===== src/rtl/pot_pkg.sv =====
// Package: widths, register indexes and shared types for the peak-over-threshold core.
`timescale 1ns / 1ps

package pot_pkg;

    localparam int VALUE_BITS = 32;
    localparam int INDEX_BITS = 24;
    localparam int END_BITS   = INDEX_BITS + 1;
    localparam int GAP_BITS   = 16;

    localparam int CFG_INDEX_BITS = 1;
    localparam int CFG_DATA_BITS  = (VALUE_BITS > GAP_BITS) ? VALUE_BITS : GAP_BITS;

    localparam logic [CFG_INDEX_BITS-1:0] REG_THRESHOLD = 1'd0;
    localparam logic [CFG_INDEX_BITS-1:0] REG_MIN_GAP   = 1'd1;

    // Both queues hold two entries; pointers wrap naturally at this depth.
    localparam int QDEPTH    = 2;
    localparam int QPTR_BITS = 1;
    localparam int QCNT_BITS = 2;
    localparam logic [QCNT_BITS-1:0] QCNT_FULL = QCNT_BITS'(QDEPTH);

    typedef struct packed {
        logic signed [VALUE_BITS-1:0] value;
        logic [INDEX_BITS-1:0]        index;
        logic                         last;
        logic                         exceed;
    } sample_t;

    typedef struct packed {
        logic    valid;
        sample_t data;
    } item_bus_t;

    typedef struct packed {
        logic signed [VALUE_BITS-1:0] peak;
        logic [INDEX_BITS-1:0]        start;
        logic [END_BITS-1:0]          stop;
    } result_t;

endpackage


===== src/rtl/pot_front.sv =====
// Front end: accepts samples, flags exceedances, and buffers them for the back end.
`timescale 1ns / 1ps

module pot_front
(
    input  logic                                  clk,
    input  logic                                  rst_n,
    input  logic                                  push,
    output logic                                  full,
    input  logic signed [pot_pkg::VALUE_BITS-1:0] sample_value,
    input  logic [pot_pkg::INDEX_BITS-1:0]        sample_index,
    input  logic                                  partition_last,
    input  logic signed [pot_pkg::VALUE_BITS-1:0] threshold,
    output pot_pkg::item_bus_t                    item,
    input  logic                                  take
);

    pot_pkg::sample_t              buf_mem [pot_pkg::QDEPTH];
    logic [pot_pkg::QPTR_BITS-1:0] wr_ptr_reg;
    logic [pot_pkg::QPTR_BITS-1:0] wr_ptr_next;
    logic [pot_pkg::QPTR_BITS-1:0] rd_ptr_reg;
    logic [pot_pkg::QPTR_BITS-1:0] rd_ptr_next;
    logic [pot_pkg::QCNT_BITS-1:0] count_reg;
    logic [pot_pkg::QCNT_BITS-1:0] count_next;
    logic                          wr_en;
    logic                          rd_en;
    pot_pkg::sample_t              classified;

    always_comb
    begin
        classified.value  = sample_value;
        classified.index  = sample_index;
        classified.last   = partition_last;
        classified.exceed = (sample_value > threshold);
    end

    assign full  = (count_reg == pot_pkg::QCNT_FULL);
    assign wr_en = push && !full;
    assign rd_en = take && (count_reg != '0);

    always_comb
    begin
        wr_ptr_next = wr_en ? wr_ptr_reg + 1'b1 : wr_ptr_reg;
        rd_ptr_next = rd_en ? rd_ptr_reg + 1'b1 : rd_ptr_reg;
        unique case ({wr_en, rd_en})
            2'b10:   count_next = count_reg + 1'b1;
            2'b01:   count_next = count_reg - 1'b1;
            default: count_next = count_reg;
        endcase
    end

    always_ff @(posedge clk or negedge rst_n)
    begin
        if (!rst_n)
        begin
            wr_ptr_reg <= '0;
            rd_ptr_reg <= '0;
            count_reg  <= '0;
        end
        else
        begin
            wr_ptr_reg <= wr_ptr_next;
            rd_ptr_reg <= rd_ptr_next;
            count_reg  <= count_next;
        end
    end

    always_ff @(posedge clk)
    begin
        if (wr_en)
        begin
            buf_mem[wr_ptr_reg] <= classified;
        end
    end

    always_comb
    begin
        item.valid = (count_reg != '0);
        item.data  = buf_mem[rd_ptr_reg];
    end

endmodule


===== src/rtl/pot_back.sv =====
// Back end: cluster tracking (runs declustering) and the result queue.
`timescale 1ns / 1ps

module pot_back
(
    input  logic                                  clk,
    input  logic                                  rst_n,
    input  pot_pkg::item_bus_t                    item,
    output logic                                  take,
    input  logic [pot_pkg::GAP_BITS-1:0]          min_gap,
    output logic                                  empty,
    input  logic                                  pop,
    output logic signed [pot_pkg::VALUE_BITS-1:0] peak_value,
    output logic [pot_pkg::INDEX_BITS-1:0]        cluster_start,
    output logic [pot_pkg::END_BITS-1:0]          cluster_end
);

    // cluster state
    logic                                  open_reg;
    logic                                  open_next;
    logic [pot_pkg::GAP_BITS-1:0]          run_reg;
    logic [pot_pkg::GAP_BITS-1:0]          run_next;
    logic                                  hx_reg;
    logic                                  hx_next;
    logic signed [pot_pkg::VALUE_BITS-1:0] peak_reg;
    logic signed [pot_pkg::VALUE_BITS-1:0] peak_next;
    logic [pot_pkg::INDEX_BITS-1:0]        start_reg;
    logic [pot_pkg::INDEX_BITS-1:0]        start_next;
    logic [pot_pkg::END_BITS-1:0]          end_reg;
    logic [pot_pkg::END_BITS-1:0]          end_next;

    // per-item working values
    logic [pot_pkg::GAP_BITS-1:0]          run0;
    logic                                  hx0;
    logic signed [pot_pkg::VALUE_BITS-1:0] peak0;
    logic [pot_pkg::GAP_BITS-1:0]          gap;
    logic [pot_pkg::GAP_BITS-1:0]          run1;
    logic                                  hx1;
    logic signed [pot_pkg::VALUE_BITS-1:0] peak1;
    logic [pot_pkg::END_BITS-1:0]          end1;
    logic                                  close;
    logic                                  emit;
    pot_pkg::result_t                      res;

    // result queue
    pot_pkg::result_t              res_mem [pot_pkg::QDEPTH];
    logic [pot_pkg::QPTR_BITS-1:0] wr_ptr_reg;
    logic [pot_pkg::QPTR_BITS-1:0] wr_ptr_next;
    logic [pot_pkg::QPTR_BITS-1:0] rd_ptr_reg;
    logic [pot_pkg::QPTR_BITS-1:0] rd_ptr_next;
    logic [pot_pkg::QCNT_BITS-1:0] count_reg;
    logic [pot_pkg::QCNT_BITS-1:0] count_next;
    logic                          out_pop;
    logic                          out_push;

    assign empty   = (count_reg == '0);
    assign out_pop = pop && !empty;
    // room for a result if the queue is not full or a transaction frees a slot now
    assign take    = item.valid && ((count_reg != pot_pkg::QCNT_FULL) || out_pop);

    always_comb
    begin
        gap   = (min_gap == '0) ? pot_pkg::GAP_BITS'(1) : min_gap;
        run0  = open_reg ? run_reg : '0;
        hx0   = open_reg && hx_reg;
        peak0 = open_reg ? peak_reg : '0;
        start_next = open_reg ? start_reg : item.data.index;

        if (item.data.exceed)
        begin
            run1  = '0;
            hx1   = 1'b1;
            peak1 = (!hx0 || (item.data.value > peak0)) ? item.data.value : peak0;
            end1  = {1'b0, item.data.index} + pot_pkg::END_BITS'(1);
        end
        else
        begin
            run1  = run0 + 1'b1;
            hx1   = hx0;
            peak1 = peak0;
            end1  = end_reg;
        end

        close    = (run1 == gap) || item.data.last;
        emit     = close && hx1;
        out_push = take && emit;

        end_next = end1;
        if (close)
        begin
            open_next = 1'b0;
            run_next  = '0;
            hx_next   = 1'b0;
            peak_next = '0;
        end
        else
        begin
            open_next = 1'b1;
            run_next  = run1;
            hx_next   = hx1;
            peak_next = peak1;
        end

        res.peak  = peak1;
        res.start = start_next;
        res.stop  = end1;
    end

    always_ff @(posedge clk or negedge rst_n)
    begin
        if (!rst_n)
        begin
            open_reg  <= 1'b0;
            run_reg   <= '0;
            hx_reg    <= 1'b0;
            peak_reg  <= '0;
            start_reg <= '0;
            end_reg   <= '0;
        end
        else if (take)
        begin
            open_reg  <= open_next;
            run_reg   <= run_next;
            hx_reg    <= hx_next;
            peak_reg  <= peak_next;
            start_reg <= start_next;
            end_reg   <= end_next;
        end
    end

    always_comb
    begin
        wr_ptr_next = out_push ? wr_ptr_reg + 1'b1 : wr_ptr_reg;
        rd_ptr_next = out_pop ? rd_ptr_reg + 1'b1 : rd_ptr_reg;
        unique case ({out_push, out_pop})
            2'b10:   count_next = count_reg + 1'b1;
            2'b01:   count_next = count_reg - 1'b1;
            default: count_next = count_reg;
        endcase
    end

    always_ff @(posedge clk or negedge rst_n)
    begin
        if (!rst_n)
        begin
            wr_ptr_reg <= '0;
            rd_ptr_reg <= '0;
            count_reg  <= '0;
        end
        else
        begin
            wr_ptr_reg <= wr_ptr_next;
            rd_ptr_reg <= rd_ptr_next;
            count_reg  <= count_next;
        end
    end

    always_ff @(posedge clk)
    begin
        if (out_push)
        begin
            res_mem[wr_ptr_reg] <= res;
        end
    end

    always_comb
    begin
        peak_value    = res_mem[rd_ptr_reg].peak;
        cluster_start = res_mem[rd_ptr_reg].start;
        cluster_end   = res_mem[rd_ptr_reg].stop;
    end

endmodule


===== src/rtl/peak_over_threshold_declustering_core.sv =====
// Top level: configuration registers, front end and back end of the peak-over-threshold core.
//
//  channel   handshake           payload
//  -------   ---------           -------
//  samples   push / full         sample_value, sample_index, partition_last
//  results   empty / pop         peak_value, cluster_start, cluster_end
//  config    cfg_we              cfg_index, cfg_wdata
//
// One sample per cycle while full stays low; a result is written to the result queue
// when its closing sample is taken by the back end; each of the two queues holds two entries.
// Reset empties both queues, closes any cluster, threshold = 0, min_gap = 1.
// Back-pressure on pop fills the result queue, then the sample queue, then raises full.
`timescale 1ns / 1ps

module peak_over_threshold_declustering_core
(
    input  logic                                  clk,
    input  logic                                  rst_n,
    input  logic                                  push,
    output logic                                  full,
    input  logic signed [pot_pkg::VALUE_BITS-1:0] sample_value,
    input  logic [pot_pkg::INDEX_BITS-1:0]        sample_index,
    input  logic                                  partition_last,
    output logic                                  empty,
    input  logic                                  pop,
    output logic signed [pot_pkg::VALUE_BITS-1:0] peak_value,
    output logic [pot_pkg::INDEX_BITS-1:0]        cluster_start,
    output logic [pot_pkg::END_BITS-1:0]          cluster_end,
    input  logic                                  cfg_we,
    input  logic [pot_pkg::CFG_INDEX_BITS-1:0]    cfg_index,
    input  logic [pot_pkg::CFG_DATA_BITS-1:0]     cfg_wdata
);

    logic signed [pot_pkg::VALUE_BITS-1:0] threshold_reg;
    logic [pot_pkg::GAP_BITS-1:0]          min_gap_reg;
    pot_pkg::item_bus_t                    item;
    logic                                  take;

    always_ff @(posedge clk or negedge rst_n)
    begin
        if (!rst_n)
        begin
            threshold_reg <= '0;
            min_gap_reg   <= pot_pkg::GAP_BITS'(1);
        end
        else if (cfg_we)
        begin
            unique case (cfg_index)
                pot_pkg::REG_THRESHOLD: threshold_reg <= cfg_wdata[pot_pkg::VALUE_BITS-1:0];
                pot_pkg::REG_MIN_GAP:   min_gap_reg   <= cfg_wdata[pot_pkg::GAP_BITS-1:0];
                default:                ;
            endcase
        end
    end

    pot_front u_front
    (
        .clk            (clk),
        .rst_n          (rst_n),
        .push           (push),
        .full           (full),
        .sample_value   (sample_value),
        .sample_index   (sample_index),
        .partition_last (partition_last),
        .threshold      (threshold_reg),
        .item           (item),
        .take           (take)
    );

    pot_back u_back
    (
        .clk           (clk),
        .rst_n         (rst_n),
        .item          (item),
        .take          (take),
        .min_gap       (min_gap_reg),
        .empty         (empty),
        .pop           (pop),
        .peak_value    (peak_value),
        .cluster_start (cluster_start),
        .cluster_end   (cluster_end)
    );

endmodule

===== config.mk =====
export PLATFORM = sky130hd
export DESIGN_NAME = peak_over_threshold_declustering_core
export DESIGN_NICKNAME = d
export VERILOG_FILES = /design/src/rtl/pot_pkg.sv /design/src/rtl/pot_front.sv /design/src/rtl/pot_back.sv /design/src/rtl/peak_over_threshold_declustering_core.sv
export SDC_FILE = /design/constraint.sdc
export NUM_CORES = 1
export LEC_CHECK = 0
export BUFFER_PORTS_ARGS = -buffer_cell sky130_fd_sc_hd__clkbuf_2
export CORE_ASPECT_RATIO = 1.2
export CORE_UTILIZATION = 50
export CTS_BUF_LIST = sky130_fd_sc_hd__clkbuf_8 sky130_fd_sc_hd__clkbuf_16
export CTS_CLUSTER_DIAMETER = 50
export DETAILED_ROUTE_END_ITERATION = 10
export PLACE_DENSITY = 0.74
export SLEW_MARGIN = 20
export SYNTH_ARGS = -nofsm -noshare
export SYNTH_HDL_FRONTEND = slang
export SYNTH_SLANG_ARGS = --single-unit

===== constraint.sdc =====
create_clock -name clk -period 14.8 [get_ports clk]
set_input_delay 0.74 -clock clk [delete_from_list [all_inputs] [get_ports clk]]
set_output_delay 0.74 -clock clk [all_outputs]
set_load 0.01 [all_outputs]

==> results.json <==
{
  "viasPerCell": 5.63,
  "layout.nets": 1887,
  "max_freq_mhz": 207,
  "peakVddDrop_mv": 0.126,
  "wl_met2_mm": 21.6,
  "placementRows": 79,
  "cts_resized": 0,
  "track_usage_pct": 22.0,
  "fillCellCount": 3062,
  "pre_cts_ws_ns": 10.06,
  "r2r_start": "u_back.open_reg",
  "setup_viol": 0,
  "multi_input_area_mm2": 0.00701,
  "setup_ws_ns": 9.98,
  "required_ns": 15.28,
  "top_layer_used": "met4",
  "wirelength_met1_mm": 18.4,
  "ctsRootBufferMaster": "clkbuf_16",
  "drt-total-wl_mm": 43.5,
  "drtIter0Drc": 1189,
  "ys_seq_area_share_pct": 61.8,
  "final_common_cell": "edfxtp_1",
  "yosysUniqueCellTypes": 62,
  "worst-endpoint-arrival_ns": 5.30,
  "cts_hold_buf": 0,
  "timing.setup.tns_ns": 0,
  "tightest_slew_ns": 1.08,
  "core_mm2": 0.0388,
  "synthAdderAreaFrac_pct": 4.30,
  "grt.overflow.total": 0,
  "syn_nets": 1726,
  "drc": 0,
  "synth_top_family_by_area": "multiplexers",
  "r2r_slack_ns": 9.98,
  "skew_ns": 0.0225,
  "grt_pass1_vias": 12800,
  "reg2reg_depth": 12,
  "clock_sinks": 433,
  "cp_max_fo": 67,
  "finalPower_mw": 4.75,
  "dr_total_vias": 12900,
  "seqCellArea_mm2": 0.0122,
  "port_buffers": 177,
  "htreeDepth": 2,
  "rr_endpoint": "u_back.peak_reg[27]",
  "reg_top3": "u_back.res_mem x162, u_front.buf_mem x116",
  "synth_edf_count": 278,
  "path_clk_slew_ns": 0.06,
  "die_height_um": 220,
  "hold_class": "primary input to async pin",
  "drv_cap": 0,
  "finalMaxSlewViolations": 0,
  "syn_area_mm2": 0.0198,
  "yosys-mux-area-fraction_pct": 10.7,
  "pin_count": 178,
  "dieWidth_um": 184,
  "synth_compound_area_share_pct": 8.20,
  "synthXorXnorAreaFrac_pct": 1.97,
  "final-hold-violation-count": 0,
  "synth_simple_gate_area_share_pct": 10.0,
  "final_cell_mix": "edfxtp_1 (278), nand2_1 (223), clkbuf_2 (176), mux2_2 (168), dfrtp_1 (151)",
  "post-route-min-period_ns": 4.82,
  "rsz0062_at_grt": "false",
  "hpwl_mm": 29.1,
  "grt_pass1_wl_mm": 68.8,
  "yosysWarnings": 0,
  "grt_antenna_before_repair": 0,
  "start_kind": "register",
  "synth.avg_cell_area_um2": 12.7,
  "grt_max_degree": 87,
  "ys_seq_elements": 433,
  "areaGrowthSynthToFinish_pct": 14.5,
  "max-slew-margin-rel_pct": 28.0,
  "pwr_density_cell_mw_per_mm2": 210,
  "placed_area_mm2": 0.0212,
  "clkLatencyLatePin_ns": 0.56,
  "synth_ff_type": "edfxtp_1",
  "async_reset_ff_share_pct": 35.8,
  "ant_nets": 0,
  "stdcell_area_mm2": 0.0227,
  "dieArea_mm2": 0.0404,
  "layout-drive-gt1-share_pct": 25.2,
  "dr_wl_met3_mm": 2.24,
  "finalHoldWorstSlack_ns": 0.270,
  "detail_route.wl_per_cell_um": 19.1,
  "clockBufferDepth": 3,
  "criticalPathCategory": "register to register",
  "gp_congestion": 0.850,
  "detailedRoute.firstPassIterationCount": 5,
  "syn_inst": 1563,
  "status": "complete, no violations",
  "leakagePower_nw": 9.01,
  "largest_register_ffs": 162,
  "fin_crit_sh_pct": 32.6,
  "worst_setup_path_end_kind": "register",
  "cts_setup_buffers": 0,
  "antenna_cells": 0,
  "cts-buffers-inserted": 44,
  "initial_utilization_pct": 50.9,
  "tritoncts": "built",
  "top_register": "u_back.res_mem"
}
## stage by stage
stage	cells	utilization, %
6_report	2285	58.3
5_1_grt	2285	58.3
4_1_cts	2283	58.2
3_5_place_dp	2202	54.5
3_3_place_gp	2201	54.5
2_1_floorplan	1563	-
## layer usage
layer	global-route usage, %	up-vias
met3	3.09	82
met5	0	-
met2	37.4	437
li1	-	6044
met4	8.08	0
met1	28.6	6306
## how the worst max path moves through the flow
stage / start / end / slack, ns / cells after the start
floorplan: u_back.open_reg / u_back.res_mem[0][0] / 6.93 / 17
global placement: u_front.rd_ptr_reg / u_back.res_mem[1][19] / 9.90 / 9
detailed placement: u_front.rd_ptr_reg / u_back.res_mem[1][43] / 10.06 / 10
CTS: u_front.rd_ptr_reg / u_back.res_mem[1][43] / 10.05 / 10
global route: u_front.rd_ptr_reg / u_back.peak_reg[19] / 9.71 / 13
finish: u_back.open_reg / u_back.peak_reg[27] / 9.98 / 12
## worst max-delay path, cell delays in order, from the launching register on
cell and delay, ns:
dfrtp_2 0.61, buf_4 0.75, nand2_1 0.21, ha_1 0.36, nand4_1 0.18, nor4_1 0.70
or3b_1 0.43, a21bo_2 0.22, nand3_1 0.11, nand2_1 0.21, buf_4 0.38, a22oi_1 0.34
a22o_1 0.20
## cells in the mapped netlist (24+ instances only)
cell type    n  share of area [%]
edfxtp_1   278                 42
nand2_1    223                4.2
mux2_2     168                9.6
dfrtp_1    154                 19
o21ai_0     83                2.1
inv_1       70                1.3
ha_1        68                4.3
clkbuf_1    58                1.1
nor2_1      57                1.1
a21oi_1     41                1.0
nand3_1     34               0.86
nand4_1     25               0.79
xnor2_1     25                1.1
a22o_1      24                1.1
## power by group
part | switching, mW | total (mW) | internal (mW)
Combinational | 1.08 | 1.75 | 0.679
Sequential | 0.153 | 1.92 | 1.77
Clock | 0.449 | 1.07 | 0.619
## cells by family after synthesis
group	Yosys count
muxes	190
buffers and inverters	148
adders and majority gates	68
AOI/OAI and AO/OA	255
and+or+nand+nor	426
xor gates and xnor gates	43
DFF	433
## layout make-up
type	instances	area share, %
clock buffer	49	5.31
clock inverter	32	0.955
inverter	70	1.16
multi-input combinational	982	31.0
sequential	433	54.0
tap	526	2.91
timing repair buffer	193	4.70
Power figures use the tool's default switching activity.
